### src/rtl/fra_pkg.sv
`timescale 1ns / 1ps

package fra_pkg;

    localparam int unsigned IDX_W   = 11;
    localparam int unsigned DELTA_W = 32;
    localparam int unsigned SUM_W   = 64;
    localparam int unsigned S_DATA_W = 56;  // first, last, delta, padded to bytes
    localparam int unsigned M_DATA_W = 64;

    localparam logic [IDX_W-1:0] COUNT_RESET = 11'd1024;

    typedef enum logic [0:0] {
        ACT_ADD   = 1'b0,
        ACT_QUERY = 1'b1
    } t_action;

    typedef enum logic [2:0] {
        ST_CLEAR,
        ST_IDLE,
        ST_ADD_NEXT,
        ST_UPD_RD,
        ST_UPD_WR,
        ST_PRE_RD,
        ST_PRE_ACC,
        ST_DONE
    } t_state;

    typedef enum logic [0:0] {
        ALU_ADD = 1'b0,
        ALU_SUB = 1'b1
    } t_alu_op;

    typedef struct packed {
        t_alu_op          op;
        logic [SUM_W-1:0] a;
        logic [SUM_W-1:0] b;
    } t_alu_req;

endpackage

### src/rtl/fra_ctrl.sv
`timescale 1ns / 1ps

module fra_ctrl #(
    parameter int unsigned CAPACITY = 1024,
    parameter int unsigned AW       = 10
) (
    input  logic                            i_clk,
    input  logic                            i_rst_n,
    input  logic                            i_cfg_wr_en,
    input  logic [fra_pkg::IDX_W-1:0]       i_cfg_wr_data,
    input  logic                            i_in_valid,
    output logic                            o_in_ready,
    input  fra_pkg::t_action                i_action,
    input  logic [fra_pkg::IDX_W-1:0]       i_first,
    input  logic [fra_pkg::IDX_W-1:0]       i_last,
    input  logic [fra_pkg::DELTA_W-1:0]     i_delta,
    output logic                            o_out_valid,
    input  logic                            i_out_ready,
    output logic [fra_pkg::SUM_W-1:0]       o_out_data,
    output logic                            o_mem_wr_en,
    output logic [AW-1:0]                   o_mem_wr_addr,
    output logic [fra_pkg::SUM_W-1:0]       o_mem_wr_data,
    output logic                            o_mem_rd_en,
    output logic [AW-1:0]                   o_mem_rd_addr,
    input  logic [fra_pkg::SUM_W-1:0]       i_mem_rd_data,
    output fra_pkg::t_alu_req               o_alu_req,
    input  logic [fra_pkg::SUM_W-1:0]       i_alu_result
);

    localparam int unsigned PW = $clog2(CAPACITY + 1);
    localparam int unsigned XW = ((PW > fra_pkg::IDX_W) ? PW : fra_pkg::IDX_W) + 1;
    localparam int unsigned SW = fra_pkg::SUM_W;

    fra_pkg::t_state r_state, n_state;

    logic [fra_pkg::IDX_W-1:0] r_count;
    logic [XW-1:0]             r_first, n_first;
    logic [XW-1:0]             r_lim, n_lim;
    logic [XW-1:0]             r_j, n_j;
    logic [XW-1:0]             r_hi, n_hi;
    logic [XW-1:0]             r_pos, n_pos;
    logic [SW-1:0]             r_delta, n_delta;
    logic [SW-1:0]             r_acc, n_acc;
    logic [SW-1:0]             r_hi_sum, n_hi_sum;
    logic                      r_phase, n_phase;
    logic [AW-1:0]             r_clr_addr, n_clr_addr;
    logic                      r_out_valid, n_out_valid;
    logic [SW-1:0]             r_out_data, n_out_data;

    logic [XW-1:0] w_count_x;
    logic [XW-1:0] w_lim;
    logic [XW-1:0] w_in_first;
    logic [XW-1:0] w_in_last;
    logic [XW-1:0] w_lo;
    logic [XW-1:0] w_pos_m1;
    logic [XW-1:0] w_low;
    logic [XW-1:0] w_first_m1;
    logic          w_out_free;

    assign w_count_x  = XW'(r_count);
    assign w_lim      = (w_count_x > XW'(CAPACITY)) ? XW'(CAPACITY) : w_count_x;
    assign w_in_first = XW'(i_first);
    assign w_in_last  = XW'(i_last);
    assign w_lo       = (w_in_first == '0) ? XW'(1) : w_in_first;
    assign w_pos_m1   = r_pos - XW'(1);
    assign w_low      = r_pos & (~r_pos + XW'(1));
    assign w_first_m1 = (r_first == '0) ? '0 : (r_first - XW'(1));
    assign w_out_free = !r_out_valid || i_out_ready;

    // next state and register updates
    always_comb begin
        n_state     = r_state;
        n_first     = r_first;
        n_lim       = r_lim;
        n_j         = r_j;
        n_hi        = r_hi;
        n_pos       = r_pos;
        n_delta     = r_delta;
        n_acc       = r_acc;
        n_hi_sum    = r_hi_sum;
        n_phase     = r_phase;
        n_clr_addr  = r_clr_addr;
        n_out_valid = r_out_valid && !i_out_ready;
        n_out_data  = r_out_data;
        case (r_state)
            fra_pkg::ST_CLEAR: begin
                n_clr_addr = r_clr_addr + AW'(1);
                if (r_clr_addr == AW'(CAPACITY - 1)) begin
                    n_state = fra_pkg::ST_IDLE;
                end
            end
            fra_pkg::ST_IDLE: begin
                if (i_in_valid) begin
                    n_first = w_in_first;
                    n_lim   = w_lim;
                    n_delta = {{(SW - fra_pkg::DELTA_W){i_delta[fra_pkg::DELTA_W-1]}}, i_delta};
                    if (i_action == fra_pkg::ACT_ADD) begin
                        n_j     = w_lo;
                        n_hi    = (w_in_last > w_lim) ? w_lim : w_in_last;
                        n_state = fra_pkg::ST_ADD_NEXT;
                    end else begin
                        n_pos   = (w_in_last > w_lim) ? w_lim : w_in_last;
                        n_acc   = '0;
                        n_phase = 1'b0;
                        n_state = fra_pkg::ST_PRE_RD;
                    end
                end
            end
            fra_pkg::ST_ADD_NEXT: begin
                if (r_j > r_hi) begin
                    n_state = fra_pkg::ST_IDLE;
                end else begin
                    n_pos   = r_j;
                    n_state = fra_pkg::ST_UPD_RD;
                end
            end
            fra_pkg::ST_UPD_RD: begin
                if (r_pos > r_lim) begin
                    n_j     = r_j + XW'(1);
                    n_state = fra_pkg::ST_ADD_NEXT;
                end else begin
                    n_state = fra_pkg::ST_UPD_WR;
                end
            end
            fra_pkg::ST_UPD_WR: begin
                // climb to the parent node
                n_pos   = r_pos + w_low;
                n_state = fra_pkg::ST_UPD_RD;
            end
            fra_pkg::ST_PRE_RD: begin
                if (r_pos == '0) begin
                    if (!r_phase) begin
                        n_hi_sum = r_acc;
                        n_acc    = '0;
                        n_phase  = 1'b1;
                        n_pos    = (w_first_m1 > r_lim) ? r_lim : w_first_m1;
                    end else begin
                        n_state = fra_pkg::ST_DONE;
                    end
                end else begin
                    n_state = fra_pkg::ST_PRE_ACC;
                end
            end
            fra_pkg::ST_PRE_ACC: begin
                n_acc   = i_alu_result;
                n_pos   = r_pos - w_low;
                n_state = fra_pkg::ST_PRE_RD;
            end
            fra_pkg::ST_DONE: begin
                // hold until the output register is free
                if (w_out_free) begin
                    n_out_valid = 1'b1;
                    n_out_data  = i_alu_result;
                    n_state     = fra_pkg::ST_IDLE;
                end
            end
            default: begin
                n_state = fra_pkg::ST_IDLE;
            end
        endcase
    end

    // memory port and shared adder control
    always_comb begin
        o_in_ready    = 1'b0;
        o_mem_wr_en   = 1'b0;
        o_mem_wr_addr = w_pos_m1[AW-1:0];
        o_mem_wr_data = i_alu_result;
        o_mem_rd_en   = 1'b0;
        o_mem_rd_addr = w_pos_m1[AW-1:0];
        o_alu_req.op  = fra_pkg::ALU_ADD;
        o_alu_req.a   = r_acc;
        o_alu_req.b   = i_mem_rd_data;
        case (r_state)
            fra_pkg::ST_CLEAR: begin
                o_mem_wr_en   = 1'b1;
                o_mem_wr_addr = r_clr_addr;
                o_mem_wr_data = '0;
            end
            fra_pkg::ST_IDLE: begin
                o_in_ready = 1'b1;
            end
            fra_pkg::ST_UPD_RD: begin
                o_mem_rd_en = (r_pos <= r_lim);
            end
            fra_pkg::ST_UPD_WR: begin
                o_mem_wr_en = 1'b1;
                o_alu_req.a = i_mem_rd_data;
                o_alu_req.b = r_delta;
            end
            fra_pkg::ST_PRE_RD: begin
                o_mem_rd_en = (r_pos != '0);
            end
            fra_pkg::ST_DONE: begin
                o_alu_req.op = fra_pkg::ALU_SUB;
                o_alu_req.a  = r_hi_sum;
                o_alu_req.b  = r_acc;
            end
            default: begin
            end
        endcase
    end

    always_ff @(posedge i_clk) begin
        if (!i_rst_n) begin
            r_state     <= fra_pkg::ST_CLEAR;
            r_count     <= fra_pkg::COUNT_RESET;
            r_clr_addr  <= '0;
            r_out_valid <= 1'b0;
        end else begin
            r_state     <= n_state;
            r_clr_addr  <= n_clr_addr;
            r_out_valid <= n_out_valid;
            if (i_cfg_wr_en) begin
                r_count <= i_cfg_wr_data;
            end
        end
    end

    always_ff @(posedge i_clk) begin
        r_first    <= n_first;
        r_lim      <= n_lim;
        r_j        <= n_j;
        r_hi       <= n_hi;
        r_pos      <= n_pos;
        r_delta    <= n_delta;
        r_acc      <= n_acc;
        r_hi_sum   <= n_hi_sum;
        r_phase    <= n_phase;
        r_out_data <= n_out_data;
    end

    assign o_out_valid = r_out_valid;
    assign o_out_data  = r_out_data;

endmodule

### config.mk
export PLATFORM = sky130hd
export DESIGN_NAME = fra_ctrl
export DESIGN_NICKNAME = d
export VERILOG_FILES = /design/src/rtl/fra_pkg.sv /design/src/rtl/fra_ctrl.sv
export SDC_FILE = /design/constraint.sdc
export NUM_CORES = 1
export LEC_CHECK = 0
export BUFFER_PORTS_ARGS = -buffer_cell sky130_fd_sc_hd__buf_2
export CAP_MARGIN = 20
export CORE_MARGIN = 2
export CORE_UTILIZATION = 30
export DETAILED_ROUTE_END_ITERATION = 10
export SETUP_SLACK_MARGIN = 0.5
export SKIP_CTS_REPAIR_TIMING = 1
export SYNTH_ARGS = -nofsm -noshare
export SYNTH_HDL_FRONTEND = slang
export SYNTH_SLANG_ARGS = --single-unit
### constraint.sdc
create_clock -name i_clk -period 16.5 [get_ports i_clk]
set_input_delay 1.65 -clock i_clk [delete_from_list [all_inputs] [get_ports i_clk]]
set_output_delay 1.65 -clock i_clk [all_outputs]
set_load 0.005 [all_outputs]
==> results.yml <==
min_path:
  hp-start: "r_acc[27]"
  min_path_cells: 0
  min_path_type: "reg -> reg"
setup_path:
  path_class: "reg -> out"
  critical-path-top-delay-family: "buffers and inverters"
  crit_path_max_fanout: 72
  cp_slowest_stage_delay_ns: 0.66
  endpoint_kind: "output port"
  cp.required_ns: 14.85
  crit_buf_inv: 5
  crit_chain: "inv_1, nor3_2, buf_4, buf_4, and2_1, buf_4, a221o_1, buf_2"
  timing.rr.start: "r_state[2]"
  ff2ff_path_depth: 13
  cp_common_cell: "buf_4"
  slowest_stage: "buf_4"
  worstPathArrival_ns: 3.79
  start_kind: "flip-flop"
  cp.depth: 8
  critical_path.startpoint: "r_state[2]"
layout:
  drive_gt1_frac: 0.3025
  area_growth_syn_to_layout_pct: 27.24
  multi_input_area_mm2: 0.006425
  nets: 2146
  fill_cells: 5102
  regArea_mm2: 0.008970
  finish.utilization: 0.3860
timing:
  setup_ws_ns: 11.06
  rsz0062_at_grt: "no"
  worst_slew_pin_slew_ns: 1.091
  tns_ns: 0
  finClkSkew_ns: 0.01282
  maxSlewHeadroom: 0.2713
  final-setup-viol-count: 0
  hold_viol_final: 0
  slew_viol_final: 0
  fmax_mhz: 184.0
  post-route-period-util: 0.3295
  period_needed_ns: 5.436
pwr:
  finalPower_mw: 1.792
  internal-power_mw: 1.414
  p_leak_nw: 8.820
  comb_power_share: 0.048
  clkPwrFrac: 0.479
  p_sw_uw: 378.2
  swShare: 0.2111
  p_per_area_mw_per_mm2: 88.51
  seqPwrFrac: 0.473
  vdd_ir_drop_max_mv: 0.05842
floorplanning:
  coreArea_mm2: 0.05245
  dieArea_mm2: 0.05489
  die_x_um: 234.3
  start_util: 0.3033
  die_h_um: 234.3
  io_pins: 480
  rows: 84
drt:
  ant_nets: 0
  drt_iter0_drc: 859
  vias_per_cell: 5.120
  wl_per_cell_um: 21.27
  num_vias: 13330
  drc: 0
  drt-total-wl_mm: 55.39
  firstDrtPassIters: 5
synth:
  postSynthCellCount: 1444
  yosys.cell_types.count: 64
  yosysSeqAreaShare: 0.5637
  synth_edf_count: 282
  yosysWarnings: 0
  yosys.area.top_type: "edfxtp_1"
  syn-num-nets: 1705
  ys_ff_latch: 307
  synthFlopType: "edfxtp_1"
  synth_area_per_cell_um2: 11.02
  async_flop_share: 0
  yosys-top-cells-area: "edfxtp_1 53%, nand2_1 5.9%, ha_1 4.9%"
  netlist.area_leader.share: 0.5323
  syn-cell-area_mm2: 0.01591
grt:
  antenna_found_initial: 9
  track_usage: 0.1897
  overflow: 0
  grt_max_degree: 106
  grt_pass1_wl_mm: 77.77
  grt_pass1_vias: 12350
cts:
  clock-sinks: 307
  path_clk_slew_ns: 0.06
  cts_buffers: 36
  cts_buffer_depth: 3
  cts_root_buf: "clkbuf_16"
  h-tree-depth: 2
  clock_latency_ns: 0.55
  cts_tree: "built"
flow_run:
  drv_cap: 0
placed_design:
  portBuffers: 479
  dp_hpwl_mm: 41.09
  place_ws_ns: 11.65
  gp_congestion: 0.8923
outcome:
  outcome: "finished, final reports clean"
==> registers in the layout (all words and copies together), names as in the netlist <==
register and cells:
o_out_data 64, r_phase 1, r_hi_sum 64, r_hi 11, r_lim 11, r_count 11, r_acc 64, o_out_valid 1
r_delta 32, r_state 3, r_clr_addr 10, r_pos 12, r_first 11, r_j 12
==> per-layer routing <==
metal / routed length, µm / vias to the layer above / part of all wire / track usage
met4: 1192 / 0 / 0.022 / 0.05973
met5: 0 / - / 0 / 0
li1: - / 6191 / - / -
met3: 3390 / 72 / 0.061 / 0.02687
met1: 22760 / 6529 / 0.41 / 0.2397
met2: 28050 / 541 / 0.51 / 0.3337
==> synthesized netlist by cell type (3+ instances only) <==
cell      number
nand4_1        8
a221oi_1       8
or2_2          3
dfxtp_1       25
nor4_1         6
clkbuf_1      78
a221o_1       35
nor2_1        60
o31ai_1        3
o22a_1         3
ha_1          62
mux2i_1       21
a211oi_1       7
a21oi_1       32
and3_1        72
nand2b_1       4
a21o_1        11
nor2b_1       30
nand2_1      250
o21ai_0       43
nand3b_1       4
o211ai_1       4
edfxtp_1     282
nor3_1        11
nand3_1       24
a21boi_0       8
buf_1          5
o22ai_1        4
buf_2          3
xor2_1        23
o21a_1        13
mux2_2         7
inv_1         55
a31oi_1        3
a22oi_1       96
or3_1          6
and2_1        78
xnor2_1       23
==> path summary, 6_finish.rpt <==
check | end | slack (ns)
max | o_alu_req[53] | 11.06
min | r_hi_sum[27] | 0.48
max reg2reg | r_pos[8] | 11.80
min reg2reg | r_hi_sum[27] | 0.48
==> worst register-to-register path: cells and delay by family, from the launching register on <==
kind,cells,cell delay [ns]
AO/OA/AOI/OAI,4,0.93
XOR/XNOR,2,0.29
adder cells (fa/ha/maj),1,0.34
buffers and inverters,1,0.55
flip-flops,1,0.55
AND/OR/NAND/NOR,5,1.79
==> power groups by stage <==
stage               Sequential (mW)  Combinational [mW]  Clock [mW]
floorplan                     0.863              0.0300           0
global placement              0.864              0.0830           0
detailed placement            0.865              0.0847           0
CTS                           0.848              0.0854       0.879
global route                  0.848              0.0928       0.907
finish                        0.848              0.0856       0.858
==> stage by stage <==
| step | area (µm²) | instances | hold slack (ns) |
|---|---|---|---|
| finish | 20240 | 2604 | 0.4823 |
| global route | 20240 | 2603 | 0.5063 |
| CTS | 20230 | 2599 | 0.4887 |
| detailed placement | 18960 | 2535 | 0.4753 |
| global placement | 18960 | 2535 | 0.4688 |
| floorplan | 15910 | 1444 | 0.4503 |
==> cells by family (layout without fill, tap and decap cells) <==
| kind of cell | after synthesis | after routing | synth area share |
|---|---|---|---|
| DFF | 307 | 307 | 0.5637 |
| muxes | 29 | 29 | 0.01888 |
| buffers and inverters | 144 | 611 | 0.03523 |
| other | 0 | 5 | 0 |
| and+or+nand+nor | 571 | 571 | 0.1766 |
| xor gates and xnor gates | 46 | 46 | 0.02532 |
| AOI/OAI and AO/OA | 285 | 285 | 0.1314 |
| adders and majority gates | 62 | 62 | 0.04876 |
==> layout make-up <==
| cell class | instances | share of cell area |
|---|---|---|
| well taps | 688 | 0.04252 |
| clock inverters | 20 | 0.01533 |
| flip-flops and latches | 307 | 0.4431 |
| diodes | 5 | 0.0006181 |
| multi-input cells | 993 | 0.3174 |
| inverters | 55 | 0.01032 |
| repair buffers | 492 | 0.1232 |
| clock buffers | 44 | 0.04747 |
==> cell usage in the layout (no fill, tap or decap), types with 11 or more instances in the layout <==
master and instances:
nor2b_1 29, edfxtp_1 282, xnor2_1 23, nor2_1 59
a21oi_1 31, inv_1 53, and2_1 77, buf_2 479
nand3_1 24, and3_1 72, dfxtp_1 24, clkbuf_16 36
ha_1 62, nand2_1 250, xor2_1 23, mux2i_1 21
a221o_1 35, a21o_1 11, o21ai_0 43, o21a_1 13
a22oi_1 96, buf_4 13
(Power assumes the default switching activity.)
