File: src/rtl/fra_pkg.sv
`timescale 1ns / 1ps

package fra_pkg;

    localparam int unsigned IDX_W   = 11;
    localparam int unsigned DELTA_W = 32;
    localparam int unsigned SUM_W   = 64;
    localparam int unsigned S_DATA_W = 56;  // first, last, delta, padded to bytes
    localparam int unsigned M_DATA_W = 64;

    localparam logic [IDX_W-1:0] COUNT_RESET = 11'd1024;

    typedef enum logic [0:0] {
        ACT_ADD   = 1'b0,
        ACT_QUERY = 1'b1
    } t_action;

    typedef enum logic [2:0] {
        ST_CLEAR,
        ST_IDLE,
        ST_ADD_NEXT,
        ST_UPD_RD,
        ST_UPD_WR,
        ST_PRE_RD,
        ST_PRE_ACC,
        ST_DONE
    } t_state;

    typedef enum logic [0:0] {
        ALU_ADD = 1'b0,
        ALU_SUB = 1'b1
    } t_alu_op;

    typedef struct packed {
        t_alu_op          op;
        logic [SUM_W-1:0] a;
        logic [SUM_W-1:0] b;
    } t_alu_req;

endpackage

File: src/rtl/fra_alu.sv
`timescale 1ns / 1ps

module fra_alu (
    input  fra_pkg::t_alu_req            i_req,
    output logic [fra_pkg::SUM_W-1:0]    o_result
);

    always_comb begin
        case (i_req.op)
            fra_pkg::ALU_ADD: o_result = i_req.a + i_req.b;
            fra_pkg::ALU_SUB: o_result = i_req.a - i_req.b;
            default:          o_result = i_req.a + i_req.b;
        endcase
    end

endmodule

File: config.mk
export PLATFORM = sky130hd
export DESIGN_NAME = fra_alu
export DESIGN_NICKNAME = d
export VERILOG_FILES = /design/src/rtl/fra_pkg.sv /design/src/rtl/fra_alu.sv
export SDC_FILE = /design/constraint.sdc
export NUM_CORES = 1
export LEC_CHECK = 0
export BUFFER_PORTS_ARGS = -buffer_cell sky130_fd_sc_hd__buf_2
export CORE_ASPECT_RATIO = 1.2
export CORE_MARGIN = 2
export CORE_UTILIZATION = 47
export DETAILED_ROUTE_END_ITERATION = 10
export PLACE_DENSITY = 0.77
export SLEW_MARGIN = 10
export SYNTH_ARGS = -nofsm -noshare
export SYNTH_HDL_FRONTEND = slang
export SYNTH_SLANG_ARGS = --single-unit
File: constraint.sdc
create_clock -name vclk -period 4.94
set_input_delay 0 -clock vclk [all_inputs]
set_output_delay 0 -clock vclk [all_outputs]
set_load 0.1 [all_outputs]
==> results of run 1 <==
## through the flow
step                      cell area [µm²]  std cells
after floorplan                      5275        800
after global placement               6631       1106
after detailed placement             6631       1106
after CTS                            6631       1106
after global routing                 6645       1106
final                                6645       1106
## metal layers
layer	vias to the layer above	share of wire	track usage
li1	3276	-	-
met1	3009	0.42	0.3747
met2	292	0.48	0.5194
met3	32	0.078	0.03404
met4	0	0.023	0.06421
met5	-	0	0
## cell usage after synthesis (11+ instances only)
master / n
a21o_1: 25
a21oi_1: 100
a31oi_1: 21
clkbuf_1: 28
ha_1: 64
inv_1: 33
nand2_1: 70
nand3_1: 15
nand4_1: 18
nor2_1: 85
nor3_1: 29
nor4_1: 13
o211ai_1: 11
o21a_1: 12
o21ai_0: 39
o21bai_1: 13
xnor2_1: 92
xor2_1: 31
## power by group
group / leakage [nW] / total (W) / internal [W] / switching, W
clock: 0 / 0 / 0 / 0
combinational: 3.02 / 0.00269 / 0.000682 / 0.00201
sequential: 0 / 0 / 0 / 0
total: 3.02 / 0.00269 / 0.000682 / 0.00201
## cells by family (layout without fill, tap and decap cells)
| kind of cell | Yosys count | in the layout | share of synthesized area |
|---|---|---|---|
| AO/OA/AOI/OAI | 259 | 259 | 0.3146 |
| adder cells (fa/ha/maj) | 65 | 65 | 0.1578 |
| XOR/XNOR | 123 | 123 | 0.2071 |
| buffers and inverters | 65 | 239 | 0.04834 |
| multiplexers | 2 | 2 | 0.003848 |
| AND/OR/NAND/NOR | 286 | 286 | 0.2684 |
## how the worst max path moves through the flow
| stage | from | endpoint | cells past startpoint |
|---|---|---|---|
| after floorplan | i_req[15] | o_result[62] | 18 |
| after global placement | i_req[15] | o_result[40] | 18 |
| after detailed placement | i_req[15] | o_result[40] | 18 |
| after CTS | i_req[15] | o_result[40] | 18 |
| after global routing | i_req[15] | o_result[63] | 18 |
| final | i_req[5] | o_result[60] | 20 |
## what timing repair did
item,CTS,global route
resized for setup,0,4
endpoints found under the setup margin,0,10
hold buffers,0,0
## final cells by class
class                           instances  area, µm²  share of cell area
Multi-Input combinational cell        735       5037              0.7580
Inverter                               33      123.9             0.01864
Timing Repair Buffer                  206       1319              0.1985
Tap cell                              132      165.2             0.02485
==> out/qor.json, run 1 <==
{
  "run_status": {"value": "finished, final reports clean"},
  "cpLargestDelayFamily": {"value": "simple AND/OR/NAND/NOR gates"},
  "die-area": {"value": 0.01193, "unit": "mm²"},
  "layout_commonest_cell": {"value": "buf_2"},
  "grt_antenna_before_repair": {"value": 0},
  "drv_slew": {"value": 0},
  "post_synth_instance_area": {"value": 0.005202, "unit": "mm²"},
  "via_count_of_the_first_global_routing_pass": {"value": 6255},
  "seq_area_frac_synth": {"value": 0},
  "floorplan.die.height": {"value": 119.3, "unit": "µm"},
  "num-fill-cells": {"value": 1092},
  "worst_slew_pin_slew": {"value": 598.4, "unit": "ps"},
  "drcViolationCount": {"value": 0},
  "critical_path.cell_chain": {"value": "buf_2 -> or3_1 -> nor4_2 -> buf_4 -> and2_1 -> and2_2 -> nor2b_1 -> a21oi_1 -> xnor2_1 -> ha_1 -> nand2_1 -> nor2_1 -> a41oi_1 -> a31oi_1 -> nor3_1 -> a21o_1 -> a2111oi_0 -> or3_1 -> xor2_2 -> buf_12"},
  "post_layout_min_period": {"value": 4632, "unit": "ps"},
  "postRouteAntennaNets": {"value": 0},
  "drt-total-wl": {"value": 18150, "unit": "µm"},
  "timing.max_slew.rel_slack": {"value": 0.5969},
  "row_count": {"value": 42},
  "netlist-cell-type-count": {"value": 59},
  "cp_max_fo": {"value": 7},
  "crit_path_top_delay_cell": {"value": "a2111oi_0"},
  "floorplan.initialDensity": {"value": 0.4760},
  "postSynthCellCount": {"value": 800},
  "clockBufferCount": {"value": 0},
  "vdd_drop_max": {"value": 0.0003543, "unit": "V"},
  "hold_path_startpoint": {"value": "i_req[0]"},
  "vias": {"value": 6609},
  "post_route_cells_drive_above_1_share": {"value": 0.2372},
  "endpoint_required_time_on_the_critical_path": {"value": 4940, "unit": "ps"},
  "critical_path_class": {"value": "in -> out"},
  "synthesis.area_per_instance": {"value": 6.503, "unit": "µm²"},
  "port_buffers": {"value": 193},
  "finalWeightedCongestion": {"value": 1.027},
  "fmax": {"value": 215.9, "unit": "MHz"},
  "max-cap-violations": {"value": 0},
  "power_density": {"value": 404.4, "unit": "mW/mm²"},
  "layout_setup_ws": {"value": 307.8, "unit": "ps"},
  "worst_hold_path.endpoint": {"value": "o_result[0]"},
  "grt.overflow.total": {"value": 0},
  "setup_viol": {"value": 0},
  "final_nets": {"value": 1170},
  "die_w": {"value": 100.0, "unit": "µm"},
  "groute.usage.overall": {"value": 0.2920},
  "grt_first_pass_wirelength": {"value": 29210, "unit": "µm"},
  "total_leakage_power": {"value": 3.020, "unit": "nW"},
  "grt_setup_unrepaired": {"value": "false"},
  "synthesis.yosys.warnings": {"value": 0},
  "num_io_pins": {"value": 193},
  "fin_tns_setup": {"value": 0, "unit": "ps"},
  "period_share": {"value": 0.9377},
  "preCtsSetupSlack": {"value": 156.6, "unit": "ps"},
  "post_cts_buffers": {"value": 0},
  "routed_via_density": {"value": 5.976},
  "avgRoutedWirePerCell": {"value": 16.41, "unit": "µm"},
  "syn2layout_area_growth": {"value": 27.73, "unit": "%"},
  "worstSetupStartpointType": {"value": "input pin"},
  "core_area": {"value": 0.01093, "unit": "mm²"},
  "totalPowerFinal": {"value": 0.002687, "unit": "W"},
  "cell_repeated_most_along_the_worst_path": {"value": "or3_1"},
  "top_cell_type_by_total_area_after_synthesis": {"value": "xnor2_1"},
  "min_delay_path_depth": {"value": 4},
  "detailedPlacementHpwl": {"value": 15760, "unit": "µm"},
  "drt_first_pass_iters": {"value": 5},
  "hold_viol_final": {"value": 0},
  "detailedRoute.firstIterationViolations": {"value": 328},
  "worst_hold_path_type": {"value": "in -> out"},
  "critical_path_arrival": {"value": 4630, "unit": "ps"},
  "design.seq.count": {"value": 0},
  "final_cell_mix": {"value": "buf_2, a21oi_1, xnor2_1, nor2_1, nand2_1"},
  "num_antenna_cells": {"value": 0},
  "timing.critical_path.buf_inv": {"value": 3},
  "synth.area.top_cells": {"value": "xnor2_1, ha_1, a21oi_1, nor2_1, xor2_1"},
  "synth_top_cell_area_share": {"value": 0.1549},
  "critical_path_endpoint_category": {"value": "output pin"},
  "regArea": {"value": 0, "unit": "µm²"},
  "pin_count_of_the_biggest_net_entering_global_routing": {"value": 38},
  "synth_nets": {"value": 994},
  "critPathMaxStageDelay": {"value": 440, "unit": "ps"},
  "final_core_utilization": {"value": 0.6079},
  "timing.hold.ws": {"value": 530.4, "unit": "ps"}
}
Power figures use the tool's default switching activity.
==> run 2, diff against run 1 <==
==> constraint.sdc (replaced) <==
create_clock -name vclk -period 4.96
set_input_delay 0 -clock vclk [all_inputs]
set_output_delay 0 -clock vclk [all_outputs]
set_load 0.1 [all_outputs]
==> out/qor.json, run 2 (synthesis gave the netlist of run 1 again) <==
{
  "port_buffers": {"value": 193, "change": "unchanged"},
  "dpl.cell_count": {"value": 1102, "change": "-0.36%"},
  "cp_num_cells": {"value": 20, "change": "unchanged"},
  "drcViolationCount": {"value": 0, "change": "unchanged"},
  "finalWeightedCongestion": {"value": 1.059, "change": "+3.1%"},
  "core_area": {"value": 0.01093, "unit": "mm²", "change": "unchanged"},
  "critical_path.cell_chain": {"value": "buf_2 -> or3_1 -> nor4_2 -> buf_4 -> and2_2 -> and2_2 -> nor2b_1 -> a21oi_1 -> xnor2_1 -> ha_1 -> nand2_1 -> nor2_1 -> a41oi_1 -> a31oi_1 -> nor3_1 -> a21o_1 -> a2111oi_1 -> or3_1 -> xor2_1 -> buf_12"},
  "endpoint_required_time_on_the_critical_path": {"value": 4960, "unit": "ps", "change": "+20 ps"},
  "floorplan.initialDensity": {"value": 0.4760, "change": "unchanged"},
  "grt_first_pass_wirelength": {"value": 29000, "unit": "µm", "change": "-0.71%"},
  "setup_viol": {"value": 0, "change": "unchanged"},
  "post_route_cells_drive_above_1_share": {"value": 0.2340, "change": "-0.003146"},
  "grt_antenna_before_repair": {"value": 0, "change": "unchanged"},
  "critical_path_arrival": {"value": 4610, "unit": "ps", "change": "-20 ps"},
  "hold_viol_final": {"value": 0, "change": "unchanged"},
  "vias": {"value": 6541, "change": "-1.0%"},
  "power_density": {"value": 403.1, "unit": "mW/mm²", "change": "-0.32%"},
  "final_nets": {"value": 1166, "change": "-0.34%"},
  "detailedPlacementHpwl": {"value": 15940, "unit": "µm", "change": "+1.1%"},
  "vdd_drop_max": {"value": 0.0003897, "unit": "V", "change": "+10%"},
  "floorplan.die.height": {"value": 119.3, "unit": "µm", "change": "unchanged"},
  "total_cell_area_at_the_placement_stage": {"value": 0.006571, "unit": "mm²", "change": "-0.91%"},
  "postRouteAntennaNets": {"value": 0, "change": "unchanged"},
  "critPathMaxStageDelay": {"value": 440, "unit": "ps", "change": "about the same"},
  "worst_slew_pin_slew": {"value": 663.7, "unit": "ps", "change": "+65.35 ps"},
  "via_count_of_the_first_global_routing_pass": {"value": 6099, "change": "-2.5%"},
  "pin_count_of_the_biggest_net_entering_global_routing": {"value": 38, "change": "unchanged"},
  "crit_end": {"value": "o_result[60]"},
  "cts_resized": {"value": 0, "change": "unchanged"},
  "drt-total-wl": {"value": 18370, "unit": "µm", "change": "+1.2%"},
  "multiInputGateArea": {"value": 0.005050, "unit": "mm²", "change": "+0.25%"},
  "num_antenna_cells": {"value": 0, "change": "unchanged"},
  "cpLargestDelayFamily": {"value": "simple AND/OR/NAND/NOR gates"},
  "groute.usage.overall": {"value": 0.2915, "change": "-0.0005192"},
  "post_layout_min_period": {"value": 4607, "unit": "ps"},
  "layoutNonFillerInstCount": {"value": 1102, "change": "-0.36%"},
  "max-cap-violations": {"value": 0, "change": "unchanged"},
  "crit_path_top_delay_cell": {"value": "or3_1"},
  "final_cell_mix": {"value": "buf_2, a21oi_1, xnor2_1, nor2_1, nand2_1"},
  "drt_first_pass_iters": {"value": 5, "change": "unchanged"},
  "clockBufferCount": {"value": 0, "change": "unchanged"},
  "num_io_pins": {"value": 193, "change": "unchanged"},
  "totalPowerFinal": {"value": 0.002666, "unit": "W", "change": "-0.80%"},
  "run_status": {"value": "finished, final reports clean"},
  "num-fill-cells": {"value": 1102, "change": "+0.92%"},
  "critical_path_class": {"value": "in -> out"},
  "worst_hold_path_type": {"value": "in -> out"},
  "timing.hold.ws": {"value": 526.4, "unit": "ps", "change": "-3.990 ps"},
  "timing.max_slew.rel_slack": {"value": 0.5517, "change": "-0.04514"},
  "avgRoutedWirePerCell": {"value": 16.67, "unit": "µm", "change": "+1.6%"},
  "design.seq.count": {"value": 0, "change": "unchanged"},
  "cp_max_fo": {"value": 7, "change": "unchanged"},
  "die-area": {"value": 0.01193, "unit": "mm²", "change": "unchanged"},
  "syn2layout_area_growth": {"value": 27.10, "unit": "%"},
  "layout_commonest_cell": {"value": "buf_2"},
  "critical_path_endpoint_category": {"value": "output pin"},
  "worstSetupStartpointType": {"value": "input pin"},
  "stdcell_area": {"value": 0.006613, "unit": "mm²", "change": "-0.49%"},
  "die_w": {"value": 100.0, "unit": "µm", "change": "unchanged"},
  "timing.critical_path.buf_inv": {"value": 3, "change": "unchanged"},
  "grt_setup_unrepaired": {"value": "false"},
  "period_share": {"value": 0.9288},
  "fmax": {"value": 217.1, "unit": "MHz"},
  "detailedRoute.firstIterationViolations": {"value": 339, "change": "+3.4%"},
  "post_cts_buffers": {"value": 0, "change": "unchanged"},
  "regArea": {"value": 0, "unit": "µm²", "change": "unchanged"},
  "grt.overflow.total": {"value": 0, "change": "unchanged"},
  "drv_slew": {"value": 0, "change": "unchanged"},
  "row_count": {"value": 42, "change": "unchanged"},
  "routed_via_density": {"value": 5.936, "change": "-0.67%"},
  "worst_setup_path_startpoint": {"value": "i_req[5]"},
  "total_leakage_power": {"value": 2.994, "unit": "nW", "change": "-0.85%"},
  "hold_buffers": {"value": 0, "change": "unchanged"}
}
[run 2: cell types whose count changed in the layout (fill, tap and decap cells not counted), moves of 2 or more]
cell,before,now
nor4_2,2,4
nor4_1,12,10
buf_4,13,9
a2111oi_0,2,0
a2111oi_1,0,2
[run 2: how the worst min path moves through the flow]
| stage | slack (ps) | cells after the start | start | to |
|---|---|---|---|---|
| after global routing | 560 | 4 | i_req[0] | o_result[0] |
| final | 530 | 4 | i_req[0] | o_result[0] |
| after detailed placement | 520 | 4 | i_req[0] | o_result[0] |
| after floorplan | 460 | 2 | i_req[0] | o_result[0] |
| after CTS | 530 | 4 | i_req[0] | o_result[0] |
| after global placement | 520 | 4 | i_req[0] | o_result[0] |
[run 2: stage by stage]
| step | util | setup TNS, ps | setup WS (ps) |
|---|---|---|---|
| 2_1_floorplan | - | -314.3 | -314.3 |
| 3_3_place_gp | 0.6012 | 0 | 182.3 |
| 3_5_place_dp | 0.6012 | 0 | 84.73 |
| 4_1_cts | 0.6012 | 0 | 64.75 |
| 5_1_grt | 0.6050 | 0 | 15.27 |
| 6_report | 0.6050 | 0 | 353.3 |
[run 2: final cells by class]
type	count	share of cell area
Inverter	33	0.01873
Timing Repair Buffer	202	0.1926
Tap cell	132	0.02498
Multi-Input combinational cell	735	0.7637
[run 2: routing by layer]
metal / wire (µm) / share of wire / track usage / vias to the layer above
met5: 0 / 0 / 0 / -
met4: 475 / 0.026 / 0.07705 / 0
met3: 1271 / 0.069 / 0.03169 / 38
met2: 8936 / 0.49 / 0.5177 / 276
met1: 7684 / 0.42 / 0.3706 / 2955
li1: - / - / - / 3272
[run 2: where the power goes]
part           internal, W  switching, W  total, W  leakage (nW)
combinational     0.000669       0.00200   0.00267          2.99
sequential               0             0         0             0
clock                    0             0         0             0
==> run 3, diff against run 2 <==
--- a/config.mk
+++ b/config.mk
@@ -5,12 +5,13 @@
 export SDC_FILE = /design/constraint.sdc
 export NUM_CORES = 1
 export LEC_CHECK = 0
+export ABC_AREA = 1
 export BUFFER_PORTS_ARGS = -buffer_cell sky130_fd_sc_hd__buf_2
 export CORE_ASPECT_RATIO = 1.2
 export CORE_MARGIN = 2
 export CORE_UTILIZATION = 47
 export DETAILED_ROUTE_END_ITERATION = 10
-export PLACE_DENSITY = 0.77
+export PLACE_DENSITY = 0.71
 export SLEW_MARGIN = 10
 export SYNTH_ARGS = -nofsm -noshare
 export SYNTH_HDL_FRONTEND = slang
==> out/qor.json, run 3 <==
{
  "worst_hold_path_type": {"value": "in -> out"},
  "post_route_cells_drive_above_1_share": {"value": 0.1181, "change": "-0.1159"},
  "final_cell_mix": {"value": "nand2_1, inv_1, nor2_1, buf_2, nand3_1"},
  "die_w": {"value": 124.9, "unit": "µm", "change": "+25%"},
  "drcViolationCount": {"value": 0, "change": "unchanged"},
  "regArea": {"value": 0, "unit": "µm²", "change": "unchanged"},
  "power_report.internal_total": {"value": 0.0004844, "unit": "W", "change": "-28%"},
  "synthesis.area_per_instance": {"value": 4.614, "unit": "µm²", "change": "-29%"},
  "fin_tns_setup": {"value": 0, "unit": "ps", "change": "unchanged"},
  "num_antenna_cells": {"value": 0, "change": "unchanged"},
  "postRouteAntennaNets": {"value": 0, "change": "unchanged"},
  "critical_path_class": {"value": "in -> out"},
  "fmax": {"value": 265.1, "unit": "MHz", "change": "+22%"},
  "critical_path.cell_chain": {"value": "buf_2 -> inv_1 -> ha_1 -> nand3_2 -> nor2_8 -> nand3_1 -> o21ai_1 -> o21ai_0 -> xor2_1 -> ha_1 -> nand2_1 -> nor2_1 -> inv_1 -> nor2_1 -> a21oi_1 -> nand2_1 -> nand2_1 -> nand2_1 -> nand2_1 -> nand2_1 -> buf_2"},
  "grt_antenna_before_repair": {"value": 0, "change": "unchanged"},
  "period_share": {"value": 0.7606, "change": "-0.1681"},
  "avgRoutedWirePerCell": {"value": 14.98, "unit": "µm", "change": "-10%"},
  "power_density": {"value": 261.4, "unit": "mW/mm²", "change": "-35%"},
  "floorplan.die.height": {"value": 149.1, "unit": "µm", "change": "+25%"},
  "critical_path_arrival": {"value": 3770, "unit": "ps", "change": "-840 ps"},
  "worstSetupStartpointType": {"value": "input pin"},
  "cell_repeated_most_along_the_worst_path": {"value": "nand2_1"},
  "synth_commonest_cells": {"value": "nand2_1, inv_1, nor2_1"},
  "synth.most_common_cell": {"value": "nand2_1"},
  "synth.area.top_cells": {"value": "nand2_1, inv_1, nor2_1, ha_1, xor2_1"},
  "detailedPlacementHpwl": {"value": 29800, "unit": "µm", "change": "+87%"},
  "syn2layout_area_growth": {"value": 14.73, "unit": "%"},
  "setup_viol": {"value": 0, "change": "unchanged"},
  "final_core_utilization": {"value": 0.5445, "change": "-0.06046"},
  "hold_viol_final": {"value": 0, "change": "unchanged"},
  "cts_resized": {"value": 0, "change": "unchanged"},
  "min_delay_path_depth": {"value": 4, "change": "unchanged"},
  "row_count": {"value": 53, "change": "+26%"},
  "synthesis.yosys.warnings": {"value": 0, "change": "unchanged"},
  "post_synth_instance_area": {"value": 0.008245, "unit": "mm²", "change": "+58%"},
  "post_cts_buffers": {"value": 0, "change": "unchanged"},
  "hold_path_startpoint": {"value": "i_req[0]"},
  "power.switching": {"value": 0.001989, "unit": "W", "change": "-0.38%"},
  "grt_first_pass_wirelength": {"value": 50070, "unit": "µm", "change": "+73%"},
  "cp_num_cells": {"value": 21, "change": "+5.0%"},
  "critPathMaxStageDelay": {"value": 410, "unit": "ps", "change": "-30 ps"},
  "power.switching_fraction": {"value": 0.8042, "change": "+0.05513"},
  "groute.usage.overall": {"value": 0.3394, "change": "+0.04784"},
  "final_nets": {"value": 2169, "change": "+86%"},
  "drt-total-wl": {"value": 32850, "unit": "µm", "change": "+79%"},
  "floorplan.initialDensity": {"value": 0.4746, "change": "-0.001383"},
  "synth_nets": {"value": 1981, "change": "+99%"},
  "num_io_pins": {"value": 193, "change": "unchanged"},
  "detailedRoute.firstIterationViolations": {"value": 742, "change": "+120%"},
  "worst_hold_path.endpoint": {"value": "o_result[0]"},
  "hold_buffers": {"value": 0, "change": "unchanged"},
  "port_buffers": {"value": 193, "change": "unchanged"},
  "postSynthCellCount": {"value": 1787, "change": "+120%"},
  "cp_max_fo": {"value": 7, "change": "unchanged"},
  "critical_path_endpoint_category": {"value": "output pin"},
  "drv_slew": {"value": 0, "change": "unchanged"},
  "netlist-cell-type-count": {"value": 38, "change": "-36%"},
  "die-area": {"value": 0.01862, "unit": "mm²", "change": "+56%"},
  "worst_slew_pin_slew": {"value": 568.2, "unit": "ps", "change": "-95.46 ps"},
  "core_area": {"value": 0.01737, "unit": "mm²", "change": "+59%"},
  "endpoint_required_time_on_the_critical_path": {"value": 4960, "unit": "ps", "change": "about the same"},
  "grt_setup_unrepaired": {"value": "false"},
  "cpLargestDelayFamily": {"value": "simple AND/OR/NAND/NOR gates"},
  "layout_commonest_cell": {"value": "nand2_1"},
  "finalWeightedCongestion": {"value": 0.9956, "change": "-5.9%"},
  "crit_path_top_delay_cell": {"value": "buf_2"},
  "post_layout_min_period": {"value": 3773, "unit": "ps", "change": "-833.9 ps"},
  "timing.critical_path.buf_inv": {"value": 4, "change": "+1"},
  "pin_count_of_the_biggest_net_entering_global_routing": {"value": 39, "change": "+2.6%"},
  "run_status": {"value": "finished, final reports clean"},
  "vdd_drop_max": {"value": 0.0002636, "unit": "V", "change": "-32%"},
  "total_leakage_power": {"value": 6.256, "unit": "nW", "change": "+110%"},
  "seq_area_frac_synth": {"value": 0, "change": "unchanged"},
  "drt_first_pass_iters": {"value": 5, "change": "unchanged"},
  "design.seq.count": {"value": 0, "change": "unchanged"},
  "grt.overflow.total": {"value": 0, "change": "unchanged"},
  "seq_power_share": {"value": 0, "change": "unchanged"},
  "synth_top_cell_area_share": {"value": 0.3464, "change": "+0.1916"},
  "timing.max_slew.rel_slack": {"value": 0.6212, "change": "+0.06943"},
  "clockBufferCount": {"value": 0, "change": "unchanged"},
  "via_count_of_the_first_global_routing_pass": {"value": 10100, "change": "+66%"},
  "vias": {"value": 10910, "change": "+67%"},
  "routed_via_density": {"value": 4.973, "change": "-16%"},
  "top_cell_type_by_total_area_after_synthesis": {"value": "nand2_1"},
  "max-cap-violations": {"value": 0, "change": "unchanged"},
  "power_frac_comb": {"value": 1.000, "change": "about the same"},
  "power.clock.fraction": {"value": 0, "change": "unchanged"}
}
run 3: cell types whose count changed in the layout (fill, tap and decap cells not counted), moves of 45 or more:
cell / previous run / this run
a21oi_1: 100 / 52
inv_1: 33 / 410
nand2_1: 70 / 761
nand3_1: 15 / 80
nor2_1: 85 / 214
xnor2_1: 87 / 9
xor2_1: 30 / 75
run 3: power groups by stage:
stage               clock network, W  registers, W  logic (W)
floorplan                          0             0    0.00195
global placement                   0             0    0.00245
detailed placement                 0             0    0.00245
CTS                                0             0    0.00246
global route                       0             0    0.00263
finish                             0             0    0.00247
run 3: per-stage QoR:
step	setup WS (ps)	hold slack (ps)	total power, W	instances	cell area, µm²
2_1_floorplan	1385	457.6	0.001948	1787	8245
3_3_place_gp	1262	517.2	0.002446	2193	9460
3_5_place_dp	1234	526.9	0.002450	2193	9460
4_1_cts	1215	527.4	0.002455	2193	9460
5_1_grt	788.8	566.7	0.002629	2193	9460
6_report	1187	523.5	0.002473	2193	9460
run 3: cell type report:
class                      instances  area [µm²]
tap                              220       275.3
multi-input combinational       1366        6661
fill                            2050        7914
timing repair buffer             194       973.4
inverter                         413        1550
run 3: logic make-up (layout without fill, tap and decap cells):
group	Yosys count	count (layout)	share of synthesized area
AND/OR/NAND/NOR	1128	1128	0.5598
XOR/XNOR	84	84	0.08923
buffers and inverters	421	607	0.1921
AO/OA/AOI/OAI	89	89	0.05933
adder cells (fa/ha/maj)	65	65	0.09955
run 3: worst min-delay path: cells and delay by family:
family                   cells  cell delay, ps
buffers and inverters        3             400
adder cells (fa/ha/maj)      1             120
run 3: worst max path at each step:
stage	from	endpoint	slack (ps)
2_1_floorplan	i_req[0]	o_result[26]	1380
3_3_place_gp	i_req[128]	o_result[59]	1260
3_5_place_dp	i_req[128]	o_result[62]	1230
4_1_cts	i_req[128]	o_result[62]	1220
5_1_grt	i_req[128]	o_result[53]	790
6_report	i_req[0]	o_result[61]	1190
run 3: layer usage:
| metal | up-vias | share of wire | routed length [µm] | track usage |
|---|---|---|---|---|
| li1 | 5669 | - | - | - |
| met1 | 4757 | 0.42 | 13690 | 0.4175 |
| met2 | 407 | 0.47 | 15500 | 0.6178 |
| met3 | 73 | 0.060 | 1973 | 0.01722 |
| met4 | 0 | 0.051 | 1689 | 0.1428 |
| met5 | - | 0 | 0 | 0 |
